## src/rtl/pfd_pkg.sv

```systemverilog
// ----------------------------------------------------------------------------
// pfd_pkg
// shared types, phase codes and crc-16/arc byte update for the frame decoder
// ----------------------------------------------------------------------------
`default_nettype none

package pfd_pkg;

  localparam logic [15:0] CRC_POLY = 16'hA001;

  localparam logic KIND_PAYLOAD   = 1'b0;
  localparam logic KIND_FRAME_END = 1'b1;

  typedef enum logic [5:0] {
    PH_HDR0    = 6'b000001,
    PH_HDR1    = 6'b000010,
    PH_HDR2    = 6'b000100,
    PH_PAYLOAD = 6'b001000,
    PH_CRCLO   = 6'b010000,
    PH_CRCHI   = 6'b100000
  } phase_t;

  typedef struct packed {
    logic        kind;
    logic [7:0]  payload_byte;
    logic [7:0]  byte_index;
    logic        version_bit;
    logic [6:0]  flag_bits;
    logic [7:0]  frame_id;
    logic [7:0]  payload_length;
    logic [15:0] received_crc;
    logic        crc_ok;
    logic        last;
  } res_t;

  function automatic logic [15:0] crc_add_byte(input logic [15:0] crc, input logic [7:0] b);
    logic [15:0] c;
    c = crc ^ {8'h00, b};
    for (int k = 0; k < 8; k++) begin
      if (c[0]) begin
        c = (c >> 1) ^ CRC_POLY;
      end else begin
        c = c >> 1;
      end
    end
    return c;
  endfunction

endpackage

`default_nettype wire

```

## src/rtl/pfd_parser.sv

```systemverilog
// ----------------------------------------------------------------------------
// pfd_parser
// input byte register, frame parse state, running crc and result forming
// ----------------------------------------------------------------------------
`default_nettype none

module pfd_parser (
  input  wire logic          clk,
  input  wire logic          rst,
  input  wire logic          s_axis_tvalid,
  output logic               s_axis_tready,
  input  wire logic [7:0]    s_axis_tdata,
  output logic               res_valid,
  output pfd_pkg::res_t      res,
  input  wire logic          res_ready
);

  logic             in_valid;
  logic [7:0]       in_byte;
  logic             has_result;
  logic             advance;

  pfd_pkg::phase_t  phase, phase_next;
  logic [15:0]      crc, crc_next;
  logic             held_version, held_version_next;
  logic [6:0]       held_flags, held_flags_next;
  logic [7:0]       held_id, held_id_next;
  logic [7:0]       held_length, held_length_next;
  logic [7:0]       count, count_next;
  logic [7:0]       crc_lo, crc_lo_next;
  logic [7:0]       count_inc;

  assign count_inc     = count + 8'd1;
  assign advance       = in_valid && (!has_result || res_ready);
  assign s_axis_tready = !in_valid || advance;
  assign res_valid     = in_valid && has_result;

  always_ff @(posedge clk) begin
    if (rst) begin
      in_valid <= 1'b0;
    end else if (s_axis_tready) begin
      in_valid <= s_axis_tvalid;
    end
    if (s_axis_tvalid && s_axis_tready) begin
      in_byte <= s_axis_tdata;
    end
  end

  always_comb begin
    phase_next        = phase;
    crc_next          = crc;
    held_version_next = held_version;
    held_flags_next   = held_flags;
    held_id_next      = held_id;
    held_length_next  = held_length;
    count_next        = count;
    crc_lo_next       = crc_lo;
    has_result        = 1'b0;
    res               = '0;
    res.version_bit    = held_version;
    res.flag_bits      = held_flags;
    res.frame_id       = held_id;
    res.payload_length = held_length;
    unique case (phase)
      pfd_pkg::PH_HDR1: begin
        held_id_next = in_byte;
        crc_next     = pfd_pkg::crc_add_byte(crc, in_byte);
        phase_next   = pfd_pkg::PH_HDR2;
      end
      pfd_pkg::PH_HDR2: begin
        held_length_next = in_byte;
        count_next       = '0;
        crc_next         = pfd_pkg::crc_add_byte(crc, in_byte);
        phase_next       = (in_byte == 8'd0) ? pfd_pkg::PH_CRCLO : pfd_pkg::PH_PAYLOAD;
      end
      pfd_pkg::PH_PAYLOAD: begin
        has_result       = 1'b1;
        res.kind         = pfd_pkg::KIND_PAYLOAD;
        res.payload_byte = in_byte;
        res.byte_index   = count;
        crc_next         = pfd_pkg::crc_add_byte(crc, in_byte);
        count_next       = count_inc;
        if (count_inc == held_length) begin
          phase_next = pfd_pkg::PH_CRCLO;
        end
      end
      pfd_pkg::PH_CRCLO: begin
        crc_lo_next = in_byte;
        phase_next  = pfd_pkg::PH_CRCHI;
      end
      pfd_pkg::PH_CRCHI: begin
        has_result       = 1'b1;
        res.kind         = pfd_pkg::KIND_FRAME_END;
        res.received_crc = {in_byte, crc_lo};
        res.crc_ok       = ({in_byte, crc_lo} == crc);
        res.last         = 1'b1;
        crc_next         = '0;
        phase_next       = pfd_pkg::PH_HDR0;
      end
      default: begin
        held_version_next = in_byte[7];
        held_flags_next   = in_byte[6:0];
        crc_next          = pfd_pkg::crc_add_byte(16'h0000, in_byte);
        phase_next        = pfd_pkg::PH_HDR1;
      end
    endcase
  end

  always_ff @(posedge clk) begin
    if (rst) begin
      phase        <= pfd_pkg::PH_HDR0;
      crc          <= '0;
      held_version <= 1'b0;
      held_flags   <= '0;
      held_id      <= '0;
      held_length  <= '0;
      count        <= '0;
      crc_lo       <= '0;
    end else if (advance) begin
      phase        <= phase_next;
      crc          <= crc_next;
      held_version <= held_version_next;
      held_flags   <= held_flags_next;
      held_id      <= held_id_next;
      held_length  <= held_length_next;
      count        <= count_next;
      crc_lo       <= crc_lo_next;
    end
  end

`ifndef SYNTH
  a_phase_onehot: assert property (@(posedge clk) disable iff (rst) $onehot(phase))
    else $error("parse phase not one-hot");
  a_frame_end_restart: assert property (@(posedge clk) disable iff (rst)
    (res_valid && res_ready && res.last) |=> (phase == pfd_pkg::PH_HDR0 && crc == 16'h0000))
    else $error("frame end did not restart parser");
  a_count_in_range: assert property (@(posedge clk) disable iff (rst)
    (phase == pfd_pkg::PH_PAYLOAD) |-> (count < held_length))
    else $error("payload count beyond length");
`endif

endmodule

`default_nettype wire

```

## src/rtl/pfd_out_reg.sv

```systemverilog
// ----------------------------------------------------------------------------
// pfd_out_reg
// result register and output stream packing
// ----------------------------------------------------------------------------
`default_nettype none

module pfd_out_reg (
  input  wire logic          clk,
  input  wire logic          rst,
  input  wire logic          res_valid,
  input  wire pfd_pkg::res_t res,
  output logic               res_ready,
  output logic               m_axis_tvalid,
  input  wire logic          m_axis_tready,
  output logic [63:0]        m_axis_tdata,
  output logic               m_axis_tuser,
  output logic               m_axis_tlast
);

  pfd_pkg::res_t held;

  assign res_ready = !m_axis_tvalid || m_axis_tready;

  always_ff @(posedge clk) begin
    if (rst) begin
      m_axis_tvalid <= 1'b0;
    end else if (res_ready) begin
      m_axis_tvalid <= res_valid;
    end
    if (res_valid && res_ready) begin
      held <= res;
    end
  end

  assign m_axis_tdata = {7'b0, held.crc_ok, held.received_crc, held.payload_length,
                         held.frame_id, held.flag_bits, held.version_bit,
                         held.byte_index, held.payload_byte};
  assign m_axis_tuser = held.kind;
  assign m_axis_tlast = held.last;

endmodule

`default_nettype wire

```

## src/rtl/packet_frame_decoder_crc16.sv

```systemverilog
// latency: an accepted byte is held in the input register, and its result moves on
// into the output register once that register can take it; only then is it presented
// throughput: one byte per cycle with a bytewise crc update, unless output stalls a result
// reset: synchronous rst returns the parser to header byte zero with crc zero
// and empties the input and output registers
// ----------------------------------------------------------------------------
// packet_frame_decoder_crc16
// byte stream frame deframer with crc-16/arc check
// ----------------------------------------------------------------------------
`default_nettype none

module packet_frame_decoder_crc16 (
  input  wire logic        clk,
  input  wire logic        rst,
  input  wire logic        s_axis_tvalid,
  output logic             s_axis_tready,
  input  wire logic [7:0]  s_axis_tdata,   // rx_byte
  output logic             m_axis_tvalid,
  input  wire logic        m_axis_tready,
  // payload_byte, byte_index, version_bit, flag_bits, frame_id,
  // payload_length, received_crc, crc_ok
  output logic [63:0]      m_axis_tdata,
  output logic             m_axis_tuser,   // kind
  output logic             m_axis_tlast
);

  logic          res_valid;
  logic          res_ready;
  pfd_pkg::res_t res;

  pfd_parser u_parser (
    .clk           (clk),
    .rst           (rst),
    .s_axis_tvalid (s_axis_tvalid),
    .s_axis_tready (s_axis_tready),
    .s_axis_tdata  (s_axis_tdata),
    .res_valid     (res_valid),
    .res           (res),
    .res_ready     (res_ready)
  );

  pfd_out_reg u_out_reg (
    .clk           (clk),
    .rst           (rst),
    .res_valid     (res_valid),
    .res           (res),
    .res_ready     (res_ready),
    .m_axis_tvalid (m_axis_tvalid),
    .m_axis_tready (m_axis_tready),
    .m_axis_tdata  (m_axis_tdata),
    .m_axis_tuser  (m_axis_tuser),
    .m_axis_tlast  (m_axis_tlast)
  );

endmodule

`default_nettype wire

```

## config.mk

```make
export PLATFORM = sky130hd
export DESIGN_NAME = packet_frame_decoder_crc16
export DESIGN_NICKNAME = d
export VERILOG_FILES = /design/src/rtl/pfd_pkg.sv /design/src/rtl/pfd_parser.sv /design/src/rtl/pfd_out_reg.sv /design/src/rtl/packet_frame_decoder_crc16.sv
export SDC_FILE = /design/constraint.sdc
export NUM_CORES = 1
export LEC_CHECK = 0
export BUFFER_PORTS_ARGS = -buffer_cell sky130_fd_sc_hd__buf_2
export CAP_MARGIN = 30
export CORE_UTILIZATION = 44
export CTS_BUF_LIST = sky130_fd_sc_hd__clkbuf_16
export DETAILED_ROUTE_END_ITERATION = 8
export PLACE_DENSITY_LB_ADDON = 0.12
export SETUP_SLACK_MARGIN = 0.2
export SYNTH_ARGS = -nofsm -noshare
export SYNTH_HDL_FRONTEND = slang
export SYNTH_SLANG_ARGS = --single-unit
```

## constraint.sdc

```tcl
create_clock -name clk -period 14.35 [get_ports clk]
set_clock_uncertainty 0.2 [all_clocks]
set_input_delay 0.7175 -clock clk [delete_from_list [all_inputs] [get_ports clk]]
set_output_delay 0.7175 -clock clk [all_outputs]
set_load 0.03 [all_outputs]
```

# ---- Word-level counts from Yosys, hierarchy flattened
# Cells that the tools add are included.
dict set report totals {
  regBits 131
  in_bits 12
  out_inout_bits 68
}
dict set report op_classes {
  n_addsub 1
  n_eq_ne 8
  n_mux 66
  n_bitwise 33
  n_reduce_logical 21
}
# cell n
set ops {}
lappend ops {{$mux W16} 58}
lappend ops {{$not A2 Y3} 29}
lappend ops {{$pmux W16 S5} 1}
lappend ops {{$pmux W6 S5} 1}
lappend ops {{$eq A16 B16 Y1} 1}
lappend ops {{$pmux W8 S2} 1}
lappend ops {{$xor A16 B8 Y16} 1}
lappend ops {{$reduce_and A2 Y1} 7}
lappend ops {{$add A8 B1 Y8 const B} 1}
lappend ops {{$eq A8 B8 Y1} 1}
lappend ops {{$logic_not A8 Y1} 1}
lappend ops {{$eq A6 B2 Y1 const B} 1}
lappend ops {{$eq A6 B3 Y1 const B} 1}
lappend ops {{$eq A6 B4 Y1 const B} 1}
lappend ops {{$eq A6 B5 Y1 const B} 1}
lappend ops {{$eq A6 B6 Y1 const B} 1}
lappend ops {{$mux W6} 1}
lappend ops {{$mux W5} 1}
lappend ops {{$reduce_or A5 Y1} 1}
lappend ops {{$logic_and A1 B1 Y1} 4}
lappend ops {{$logic_not A1 Y1} 3}
lappend ops {{$logic_or A1 B1 Y1} 3}
lappend ops {{$mux W1} 3}
lappend ops {{$not A1 Y3} 1}
lappend ops {{other kinds (4)} 5}

# ---- Depth between registers and ports, before layout
# Gate-level depths: netlist of run 1.
dict set report depth {
  word_depth 25
  ltp_mapped 9
}

# ---- Modules after synthesis
# Synthesis of run 1 repeated with hierarchy kept, for this count alone.
dict set report hier_totals {
  hier_cells 515
  hier_area_um2 5813.1
}
# module instances cells_each area_per_inst_um2
set by_module_without_submodules {}
lappend by_module_without_submodules {pfd_parser 1 443 3930.0}
lappend by_module_without_submodules {pfd_out_reg 1 72 1883.1}

# ---- Worst setup path before layout of run 1
# OpenSTA, ideal clock, no wires.
dict set report synth_path {
  path_type {register to register}
  from {register u_parser.phase[3]}
  to {register u_out_reg.held (netlist bit u_out_reg.m_axis_tdata[0]) (enable)}
  arrival_ps 3942
  required_ps 13670
  path_slack_ps 9728
  path_stages_with_launch 6
  path_buffers 1
  synth_period_minus_slack_ps 4622
  path_cell_list {dfxtp_1 -> clkbuf_1 -> nor3b_2 -> and2_0 -> o21ai_0 -> nor2b_1}
}
dict set report synth_via {
  elab_chain_len 5
}
# element line
set synth_lines {}
lappend synth_lines {{start, declared} pfd_parser.sv:23} ;# pfd_pkg::phase_t phase, phase_next;
lappend synth_lines {{start signal, assigned} pfd_parser.sv:111} ;# phase <= pfd_pkg::PH_HDR0;
lappend synth_lines {{start signal, assigned} pfd_parser.sv:120} ;# phase <= phase_next;
lappend synth_lines {{$eq A6 B4 Y1 or $eq A6 B6 Y1 (tied branches)} pfd_parser.sv:64} ;# unique case (phase)
lappend synth_lines {{$reduce_or A2 Y1 (no source line) *} n/a}
lappend synth_lines {{$mux W1 *} pfd_parser.sv:64}
lappend synth_lines {{$logic_and A1 B1 Y1 *} pfd_parser.sv:36} ;# assign res_valid = in_valid && has_result;
lappend synth_lines {{$logic_and A1 B1 Y1 *} pfd_out_reg.sv:30} ;# if (res_valid && res_ready) begin
lappend synth_lines {{end signal, assigned} pfd_out_reg.sv:31} ;# held <= res;
lappend synth_lines {{end, declared} pfd_out_reg.sv:20} ;# pfd_pkg::res_t held;
# Every way passes the cells marked *; elsewhere a longest branch is shown, timed or not.
# A chain may end at the register's enable or synchronous reset.

# ---- Final worst setup path of run 1
dict set report layout_path {
  from {register u_parser.phase[3]}
  to {output port s_axis_tready}
}
dict set report layout_via {
  elab_chain_len 7
}
# element line
set layout_lines {}
lappend layout_lines {{$eq A6 B4 Y1 or $eq A6 B6 Y1 (tied branches)} pfd_parser.sv:64}
lappend layout_lines {{$reduce_or A2 Y1 (no source line) *} n/a}
lappend layout_lines {{$mux W1 *} pfd_parser.sv:64}
lappend layout_lines {{$logic_not A1 Y1 *} pfd_parser.sv:34} ;# assign advance = in_valid && (!has_result || res_ready);
lappend layout_lines {{$logic_or A1 B1 Y1 *} pfd_parser.sv:34}
lappend layout_lines {{$logic_and A1 B1 Y1 *} pfd_parser.sv:34}
lappend layout_lines {{$logic_or A1 B1 Y1 *} pfd_parser.sv:35} ;# assign s_axis_tready = !in_valid || advance;
lappend layout_lines {{end, declared} packet_frame_decoder_crc16.sv:16} ;# output logic s_axis_tready,
# Marked as above.

==> run_results.csv, run 1 <==
group,metric,value,unit
synth,synth-edff-count,66,
drt,first_iter_violations,211,
drt,drtPass1Iterations,5,
clock_tree,root_buffer,"clkbuf_16",
synth,syn_area,5817,sq um
synth,seq_area_frac_synth,56.10,%
layout,drive_gt1_share,19.44,%
drt,vias,4094,
synth,post_synth_and_or_nand_nor_area_fraction,15.53,%
clock_tree,clock_latency,0.42,ns
run_status,status,"complete, no violations",
placement,gp_congestion,0.8896,
clock_tree,cts_max_level,4,
clock_tree,numCtsBuffers,17,
synth,yosys_warnings,0,
critical_path,reg2reg_from,"u_parser.phase[3]",
synth,postSynthCellCount,539,
synth,synth_fa_ha_area_share,1.076,%
placement,dp_hpwl,9127,microns
clock_tree,cts_tree,"yes",
global_routing,gr-total-overflow,0,
hold_path,holdPathEnd,"u_out_reg.m_axis_tdata[21]",
layout,syn_to_final_growth,17.53,%
drt,routed_wirelength,13230,microns
critical_path,timing.rr.end,"u_out_reg.m_axis_tdata[15]",
clock_tree,cts_resized,0,
critical_path,cp_max_fo,19,
floorplan,num_io_pins,80,
synth,synth_top_family_by_area,"simple AND/OR/NAND/NOR gates",
timing,fin_ws,10.54,ns
timing,hold_viol,0,
synth,synthFlopType,"edfxtp_1",
critical_path,start_kind,"register",
clock_tree,clkTransAtPathRegs,0.06,ns
layout,final_common_cell,"buf_2",
clock_tree,postCtsHoldBufs,0,
timing,whs,0.2270,ns
hold_path,hp-class,"register to register",
synth,syn_area_per_cell,10.79,sq um
layout,final_cell_mix,"buf_2, nor2_1, edfxtp_1, dfxtp_1, a21oi_1",
global_routing,grtUsageTotal,21.11,%
drt,wl_per_cell,16.88,microns
synth,post_synth_xor_area_fraction,8.927,%
drt,post-route-drc-count,0,
synth,synthMuxAreaShare,3.485,%
timing,tns,0,ns
pwr,power_leakage,2.577,nW
global_routing,grt_max_degree,75,
timing,min_period_over_period,26.54,%
critical_path,r2r_slack,11.10,ns
critical_path,worstSetupEndpointType,"output port",
timing,setup-violations-final,0,
timing,min_period,3.808,ns
timing,tightest_slew,1.056,ns
timing,rsz0062_at_grt,"no",
synth,ys_seq_elements,130,
placement,post-place-ws,10.98,ns
timing,report.final.slew_viol_count,0,
drt,drtAntennaViolNets,0,
floorplan,fp.dieW,117.0,microns
hold_path,hold_depth,0,
placement,port_buffers,72,
floorplan,core,12770,sq um
clock_tree,cts.sinks,130,
synth,synth_compound_area_share,10.17,%
global_routing,grt_pass1_wl,20850,microns
pwr,vdd_drop_max,0.00005326,V
global_routing,antenna_found_initial,0,
synth,synth_async_sr_flop_share,0,%
critical_path,critical_path_class,"register to output port",
layout,fin_nets,616,
drt,via_per_inst,5.222,
pwr,power_density,129.9,nW/um^2
floorplan,fp.dieH,117.0,microns
layout,n_antenna_cell,0,
floorplan,rows,41,
hold_path,worstHoldStart,"u_parser.held_flags[4]",
floorplan,start_util,45.54,%
flow_run,drv_cap,0,
clock_tree,cts_setup_buffers,0,
timing,max_freq,262.6,MHz
timing,max_slew_margin,29.21,%
floorplan,dieArea,13680,sq um
global_routing,first_global_vias,3805,
critical_path,critPathArrivalTime,2.89,ns
clock_tree,clockBufferDepth,2,
critical_path,reg2reg_depth,5,
synth,ys_types,53,
critical_path,required,13.43,ns
[state kept, by name, indices dropped and copies added (netlist names)]
register	cells
u_out_reg.m_axis_tdata	57
u_out_reg.m_axis_tuser	1
u_out_reg.m_axis_tvalid	1
u_parser.count	8
u_parser.crc	16
u_parser.crc_lo	8
u_parser.held_flags	7
u_parser.held_id	8
u_parser.held_length	8
u_parser.held_version	1
u_parser.in_byte	8
u_parser.in_valid	1
u_parser.phase	6
[metal layers]
| metal | vias to the layer above | part of all wire, % | global-route usage (%) |
|---|---|---|---|
| met1 | 1926 | 45 | 28.11 |
| met2 | 139 | 47 | 32.39 |
| met3 | 24 | 6.0 | 5.767 |
| met4 | 0 | 1.9 | 9.198 |
| met5 | - | 0 | 0 |
| li1 | 2005 | - | - |
[through the flow]
stage	cell area [sq um]	instances	power [W]	util, %
final	6837	784	0.0008880	53.52
after global routing	6837	784	0.0009182	53.52
after CTS	6837	784	0.0008955	53.52
after detailed placement	6270	752	0.0004860	49.08
after global placement	6270	752	0.0004839	49.08
after floorplan	5839	545	0.0004689	-
[cells in the mapped netlist, drive strengths merged (15+ instances only)]
| cell type | count | area (sq um) |
|---|---|---|
| xnor2 | 28 | 252.8 |
| dfxtp | 64 | 1281 |
| mux2i | 18 | 180.2 |
| clkbuf | 27 | 101.4 |
| buf | 15 | 93.84 |
| and3 | 18 | 112.6 |
| nand3 | 19 | 95.09 |
| xor2 | 20 | 175.2 |
| nor2 | 73 | 279.0 |
| edfxtp | 66 | 1982 |
| a21oi | 30 | 150.1 |
| nand2 | 18 | 67.56 |
| inv | 20 | 75.07 |
[kinds of logic after synthesis]
family / Yosys count
AOI/OAI and AO/OA: 87
xor gates and xnor gates: 52
adders and majority gates: 5
buffers and inverters: 62
DFF: 130
muxes: 20
other: 1
and+or+nand+nor: 182
[how the worst max path moves through the flow]
stage | to | cells after the start | from | slack (ns)
final | s_axis_tready | 5 | u_parser.phase[3] | 10.54
after global routing | s_axis_tready | 5 | u_parser.phase[3] | 10.31
after CTS | s_axis_tready | 5 | u_parser.phase[3] | 10.51
after detailed placement | s_axis_tready | 5 | u_parser.phase[3] | 10.98
after global placement | s_axis_tready | 6 | u_parser.phase[2] | 11.09
after floorplan | u_out_reg.m_axis_tdata[0] | 5 | u_parser.phase[3] | 9.73
[cell type report]
class | instances | area (sq um)
well taps | 172 | 215.2
clock inverters | 15 | 141.4
inverters | 20 | 75.07
repair buffers | 77 | 397.9
fillers | 1141 | 5937
multi-input cells | 353 | 2318
clock buffers | 17 | 425.4
flip-flops and latches | 130 | 3263
[report_power, final]
part	total [W]	switching [W]	internal, W
clock	0.000409	0.000156	0.000253
combinational	0.0000713	0.0000387	0.0000326
sequential	0.000407	0.0000126	0.000395
total	0.000888	0.000208	0.000680
[critical path: stages (launching register included)]
cell and delay, ns:
dfxtp_1 0.49, nor3b_2 0.82, and2_0 0.37, o21ai_0 0.23, or2_2 0.37, buf_2 0.19
Power figures use the tool's default switching activity.
==> run 2, diff against run 1 <==
==> constraint.sdc (replaced) <==
create_clock -name clk -period 3.6 [get_ports clk]
set_clock_uncertainty 0.2 [all_clocks]
set_input_delay 0.18 -clock clk [delete_from_list [all_inputs] [get_ports clk]]
set_output_delay 0.18 -clock clk [all_outputs]
set_load 0.03 [all_outputs]
==> run 2 against run 1 <==
Global-route usage decreased by 0.14 points. Register-to-register slack got worse by 10 ns. Critical path type unchanged. Worst hold slack got worse by 0.16 ns. Core utilization increased by 0.71 points. Cell area increased by 1.3%. Die area unchanged. Cell count increased by 1.8%.
==> run_results.csv, run 2 (synthesis gave the netlist of run 1 again) <==
group,metric,value,unit
hold_path,hp-class,"input port to register",
floorplan,dieArea,13680,sq um
clock_tree,clock_latency,0.42,ns
critical_path,critical_path_class,"register to output port",
layout,final_common_cell,"buf_2",
clock_tree,cts_resized,0,
critical_path,worstSetupEndpointType,"output port",
layout,fin_area,6927,sq um
drt,drtAntennaViolNets,0,
pwr,power_switching,0.0008216,W
critical_path,required,3.22,ns
pwr,pwr-share-seq,46.6,%
critical_path,critical_path_depth,7,
critical_path,crit_chain,"nor2_1 > nand3_1 > buf_4 > inv_1 > o21ai_0 > or2_2 > buf_2",
floorplan,fp.dieW,117.0,microns
drt,vias,4167,
pwr,p_int,0.002640,W
timing,report.final.slew_viol_count,0,
drt,post-route-drc-count,0,
clock_tree,cts_max_level,4,
clock_tree,cts_setup_buffers,0,
layout,n_antenna_cell,0,
timing,min_period_over_period,79.85,%
layout,final_cell_mix,"buf_2, nor2_1, edfxtp_1, dfxtp_1, a21oi_1",
drt,drtPass1Iterations,4,
floorplan,core,12770,sq um
clock_tree,clkTransAtPathRegs,0.05,ns
placement,post-place-ws,0.7491,ns
critical_path,crit_slowest_cell,"dfxtp_1",
global_routing,grt_max_degree,59,
pwr,power_leakage,2.638,nW
global_routing,grtUsageTotal,20.97,%
timing,setup-violations-final,0,
timing,max_freq,347.9,MHz
placement,port_buffers,72,
clock_tree,cts.sinks,130,
placement,dp_hpwl,9002,microns
critical_path,cp_max_fo,18,
critical_path,crit_buf_inv,3,
hold_path,hold_depth,3,
global_routing,gr-total-overflow,0,
timing,tns,0,ns
timing,fin_ws,0.7252,ns
pwr,finalPower,0.003461,W
clock_tree,root_buffer,"clkbuf_16",
global_routing,first_global_vias,3847,
timing,tightest_slew,0.9171,ns
pwr,combPwrFrac,8.7,%
critical_path,reg2reg_depth,7,
layout,largest_reg_flops,57,
drt,via_per_inst,5.222,
drt,routed_wirelength,13210,microns
critical_path,critPathArrivalTime,2.49,ns
global_routing,antenna_found_initial,0,
placement,gp_congestion,0.8891,
timing,whs,0.06893,ns
placement,place_area,6307,sq um
layout,syn_to_final_growth,19.08,%
floorplan,rows,41,
critical_path,crit_path_max_incr_delay,0.52,ns
run_status,status,"complete, no violations",
pwr,power_density,499.7,nW/um^2
layout,fin_nets,630,
drt,wl_per_cell,16.55,microns
timing,max_slew_margin,38.86,%
floorplan,num_io_pins,80,
clock_tree,numCtsBuffers,17,
floorplan,fp.dieH,117.0,microns
timing,rsz0062_at_grt,"no",
timing,min_period,2.875,ns
clock_tree,clockBufferDepth,2,
pwr,swShare,23.74,%
global_routing,grt_pass1_wl,20700,microns
critical_path,start_kind,"register",
critical_path,crit_family,"buffers and inverters",
floorplan,start_util,45.54,%
pwr,clkPwrFrac,44.7,%
flow_run,drv_cap,0,
clock_tree,cts_tree,"yes",
pwr,vdd_drop_max,0.0002487,V
timing,hold_viol,0,
drt,first_iter_violations,340,
layout,drive_gt1_share,19.49,%
[run 2: cell types whose count changed in the layout (fill, tap and decap cells not counted), sizes merged]
cell,change
buf,+5
bufinv,-1
dlygate4sd3,+9
inv,+2
clkinvlp,-1
[run 2: area by class of cell]
| cell class | count | area (sq um) |
|---|---|---|
| inverters | 20 | 75.07 |
| flip-flops and latches | 130 | 3263 |
| clock buffers | 17 | 425.4 |
| repair buffers | 91 | 525.5 |
| well taps | 172 | 215.2 |
| clock inverters | 15 | 103.9 |
| multi-input cells | 353 | 2318 |
| fillers | 1129 | 5847 |
[run 2: path summary, 6_finish.rpt]
kind	slack (ns)	end	startpoint
max reg2reg	0.75	u_parser.in_byte[1]	u_parser.phase[2]
min	0.07	u_out_reg.m_axis_tvalid	m_axis_tready
max	0.73	s_axis_tready	u_parser.phase[2]
min reg2reg	0.23	u_out_reg.m_axis_tdata[27]	u_parser.held_id[3]
[run 2: worst reg2reg max path: stages, from the launching register on]
cell and delay [ns]:
dfxtp_1 0.52, nor2_1 0.16, nand3_1 0.11, buf_4 0.22, inv_1 0.19, o21ai_0 0.45
or2_2 0.22, and2_1 0.42
[run 2: stage by stage]
step                      cells  util, %
after floorplan             545        -
after global placement      757    49.38
after detailed placement    757    49.38
after CTS                   798    54.23
after global routing        798    54.23
final                       798    54.23
[run 2: per-layer routing]
metal	global-route usage [%]	share of wire, %
met5	0	0
met4	9.367	1.9
met3	4.789	5.4
met2	30.57	45
met1	29.75	48
[run 2: what timing repair did]
action | CTS | global route
hold buffers | 9 | 0
hold endpoints to repair | 9 | 0
setup endpoints to repair | 0 | 0
[run 2: power by group through the flow]
stage / combinational (W) / sequential, W / clock (W)
2_1_floorplan: 0.000248 / 0.00162 / 0
3_3_place_gp: 0.000289 / 0.00164 / 0
3_5_place_dp: 0.000291 / 0.00164 / 0
4_1_cts: 0.000300 / 0.00161 / 0.00157
5_1_grt: 0.000333 / 0.00162 / 0.00163
6_report: 0.000301 / 0.00161 / 0.00155
==> run 3, diff against run 2 <==
--- a/config.mk
+++ b/config.mk
@@ -5,6 +5,7 @@
 export SDC_FILE = /design/constraint.sdc
 export NUM_CORES = 1
 export LEC_CHECK = 0
+export ABC_AREA = 1
 export BUFFER_PORTS_ARGS = -buffer_cell sky130_fd_sc_hd__buf_2
 export CAP_MARGIN = 30
 export CORE_UTILIZATION = 44
==> constraint.sdc (replaced) <==
create_clock -name clk -period 2.5 [get_ports clk]
set_clock_uncertainty 0.2 [all_clocks]
set_input_delay 0.125 -clock clk [delete_from_list [all_inputs] [get_ports clk]]
set_output_delay 0.125 -clock clk [all_outputs]
set_load 0.03 [all_outputs]
==> run 3 against run 2 <==
Area after synthesis fell by 2.3%. Via count up 9.8%. First-iteration DRC count up 10%. Largest power group is now the clock network. Non-clock buffer count grew 14. Routed wire length increased by 3.2%. Power increased by 52%. Worst hold slack lost 0.0048 ns.
==> run_results.csv, run 3 <==
group,metric,value,unit
run_status,status,"complete, no violations",
placement,post-place-ws,0.2045,ns
synth,ys_types,36,
synth,synth-edff-count,66,
drt,drtPass1Iterations,4,
critical_path,crit_chain,"inv_1 > nand2_1 > nand2_1 > nand2_1 > nand3_1 > nand2_1 > inv_1 > nand2_1 > nand2_1 > nand2_1 > nand3_1 > nand3_1 > a21oi_1",
drt,vias,4574,
layout,fin_nets,747,
critical_path,critical_path_class,"register to register",
synth,synthTopCellsByCount,"nand2_1, edfxtp_1, dfxtp_1",
timing,rsz0062_at_grt,"no",
drt,via_per_inst,4.999,
global_routing,grtUsageTotal,21.45,%
floorplan,fp.dieW,115.6,microns
drt,routed_wirelength,13630,microns
timing,max_slew_margin,63.39,%
timing,hold_viol,0,
layout,final_common_cell,"nand2_1",
critical_path,cpMostUsedCell,"nand2_1",
clock_tree,clkTransAtPathRegs,0.06,ns
synth,yosys_warnings,0,
layout,stdcell_count,915,
drt,drtAntennaViolNets,0,
pwr,combPwrFrac,8.7,%
timing,tns,0,ns
global_routing,gr-total-overflow,0,
pwr,pwr-share-seq,44.3,%
placement,dp_hpwl,9504,microns
synth,synth_top_cell_area_share,34.87,%
timing,setup-violations-final,0,
layout,largest_reg_flops,57,
floorplan,start_util,45.03,%
drt,wl_per_cell,14.90,microns
drt,first_iter_violations,374,
clock_tree,clockBufferDepth,2,
critical_path,crit_slowest_cell,"edfxtp_1",
synth,syn_area_per_cell,8.935,sq um
timing,min_period_over_period,86.08,%
critical_path,crit_path_max_incr_delay,0.53,ns
critical_path,critPathArrivalTime,2.30,ns
pwr,finalPower,0.005250,W
pwr,power_density,746.2,nW/um^2
floorplan,dieArea,13370,sq um
pwr,p_int,0.003989,W
layout,n_antenna_cell,0,
layout,drive_gt1_share,21.53,%
timing,tightest_slew,0.5471,ns
clock_tree,cts.sinks,130,
critical_path,cp_max_fo,6,
critical_path,reg2reg_from,"u_parser.in_byte[3]",
layout,syn_to_final_growth,23.80,%
critical_path,critPathLaunch,"u_parser.in_byte[3]",
pwr,swShare,24.01,%
clock_tree,numCtsBuffers,17,
hold_path,hp-class,"input port to register",
timing,report.final.slew_viol_count,0,
synth,synth_most_common_cell,"nand2_1",
global_routing,grt_max_degree,60,
critical_path,worstSetupEndpointType,"register",
synth,ys_seq_elements,130,
placement,gp_congestion,0.9509,
pwr,power_switching,0.001260,W
synth,synth_area_leader_cell,"edfxtp_1",
pwr,power_leakage,2.805,nW
clock_tree,cts_max_level,4,
clock_tree,cts_tree,"yes",
clock_tree,clock_latency,0.42,ns
critical_path,start_kind,"register",
pwr,clkPwrFrac,47.0,%
synth,seq_area_frac_synth,57.42,%
clock_tree,root_buffer,"clkbuf_16",
flow_run,drv_cap,0,
timing,fin_ws,0.3479,ns
layout,final_cell_mix,"nand2_1, buf_2, edfxtp_1, dfxtp_1, a21oi_1",
placement,dp_cells,871,
synth,synthFlopType,"edfxtp_1",
floorplan,fp.dieH,115.6,microns
synth,synth_async_sr_flop_share,0,%
timing,max_freq,464.7,MHz
floorplan,core,12620,sq um
floorplan,num_io_pins,80,
global_routing,first_global_vias,4037,
synth,synthTopCellsByArea,"edfxtp_1, dfxtp_1, nand2_1",
hold_path,worstHoldStart,"rst",
synth,syn_area,5683,sq um
floorplan,rows,41,
synth,postSynthCellCount,636,
timing,min_period,2.152,ns
pwr,vdd_drop_max,0.0005099,V
global_routing,antenna_found_initial,0,
global_routing,grt_pass1_wl,21110,microns
critical_path,required,2.65,ns
placement,port_buffers,72,
drt,post-route-drc-count,0,
run 3: cell count changes in the layout (fill, tap and decap cells not counted), sizes merged, moves of 9 or more:
cell | before | now
and3 | 18 | 0
xnor2 | 28 | 8
o21ai | 13 | 35
nor3 | 11 | 2
inv | 24 | 59
mux2i | 18 | 0
a211o | 10 | 0
buf | 82 | 95
o31ai | 11 | 0
and2 | 12 | 0
nand3 | 19 | 46
nor2 | 73 | 60
a21oi | 30 | 57
nand2 | 18 | 156
run 3: stage by stage:
stage	utilization (%)	area, sq um	hold slack [ns]
after floorplan	-	5723	0.02387
after global placement	49.66	6267	0.1022
after detailed placement	49.66	6267	0.1031
after CTS	55.23	6969	0.04749
after global routing	55.75	7036	0.06572
final	55.75	7036	0.06413
run 3: final timing paths:
check / endpoint / slack, ns / cells past startpoint
setup / recovery: u_parser.crc[0] / 0.35 / 13
hold / removal: u_parser.held_id[4] / 0.06 / 3
hold reg to reg: u_out_reg.m_axis_tdata[20] / 0.23 / 0
setup reg to reg: u_parser.crc[0] / 0.35 / 13
run 3: timing repair:
item                                    CTS  global route
hold buffers                             10             0
resized for setup                         1            17
endpoints found under the setup margin    2            30
endpoints found under the hold margin    10             0
buffers inserted                          0             2
run 3: power groups by stage:
stage          clock (W)  sequential [W]  combinational (W)
2_1_floorplan          0         0.00235           0.000320
3_3_place_gp           0         0.00237           0.000427
3_5_place_dp           0         0.00237           0.000428
4_1_cts          0.00251         0.00232           0.000446
5_1_grt          0.00261         0.00233           0.000504
6_report         0.00247         0.00233           0.000457
run 3: routing by layer:
layer | vias up | wire [microns] | global-route usage [%]
li1 | 2297 | - | -
met1 | 2125 | 6482 | 29.69
met2 | 143 | 6271 | 32.81
met3 | 9 | 743 | 5.544
met4 | 0 | 132 | 7.009
met5 | - | 0 | 0
run 3: cells by family after synthesis:
logic type               share of synthesized area [%]
XOR/XNOR                                         3.082
flip-flops                                       57.42
adder cells (fa/ha/maj)                          1.101
other                                          0.06599
AND/OR/NAND/NOR                                  20.48
AO/OA/AOI/OAI                                    10.41
buffers and inverters                            7.442
run 3: cell type report:
cell class | instances | area [sq um]
Multi-Input combinational cell | 417 | 2078
Tap cell | 172 | 215.2
Timing Repair Buffer | 105 | 645.6
Inverter | 59 | 234.0
Sequential cell | 130 | 3268
Clock inverter | 15 | 168.9
Clock buffer | 17 | 425.4
Fill cell | 1158 | 5584
run 3: critical path, delay by kind of cell (launching register included):
| kind | cells | cell delay [ns] |
|---|---|---|
| and+or+nand+nor | 10 | 0.86 |
| buffers and inverters | 2 | 0.36 |
| AOI/OAI and AO/OA | 1 | 0.12 |
| DFF | 1 | 0.53 |
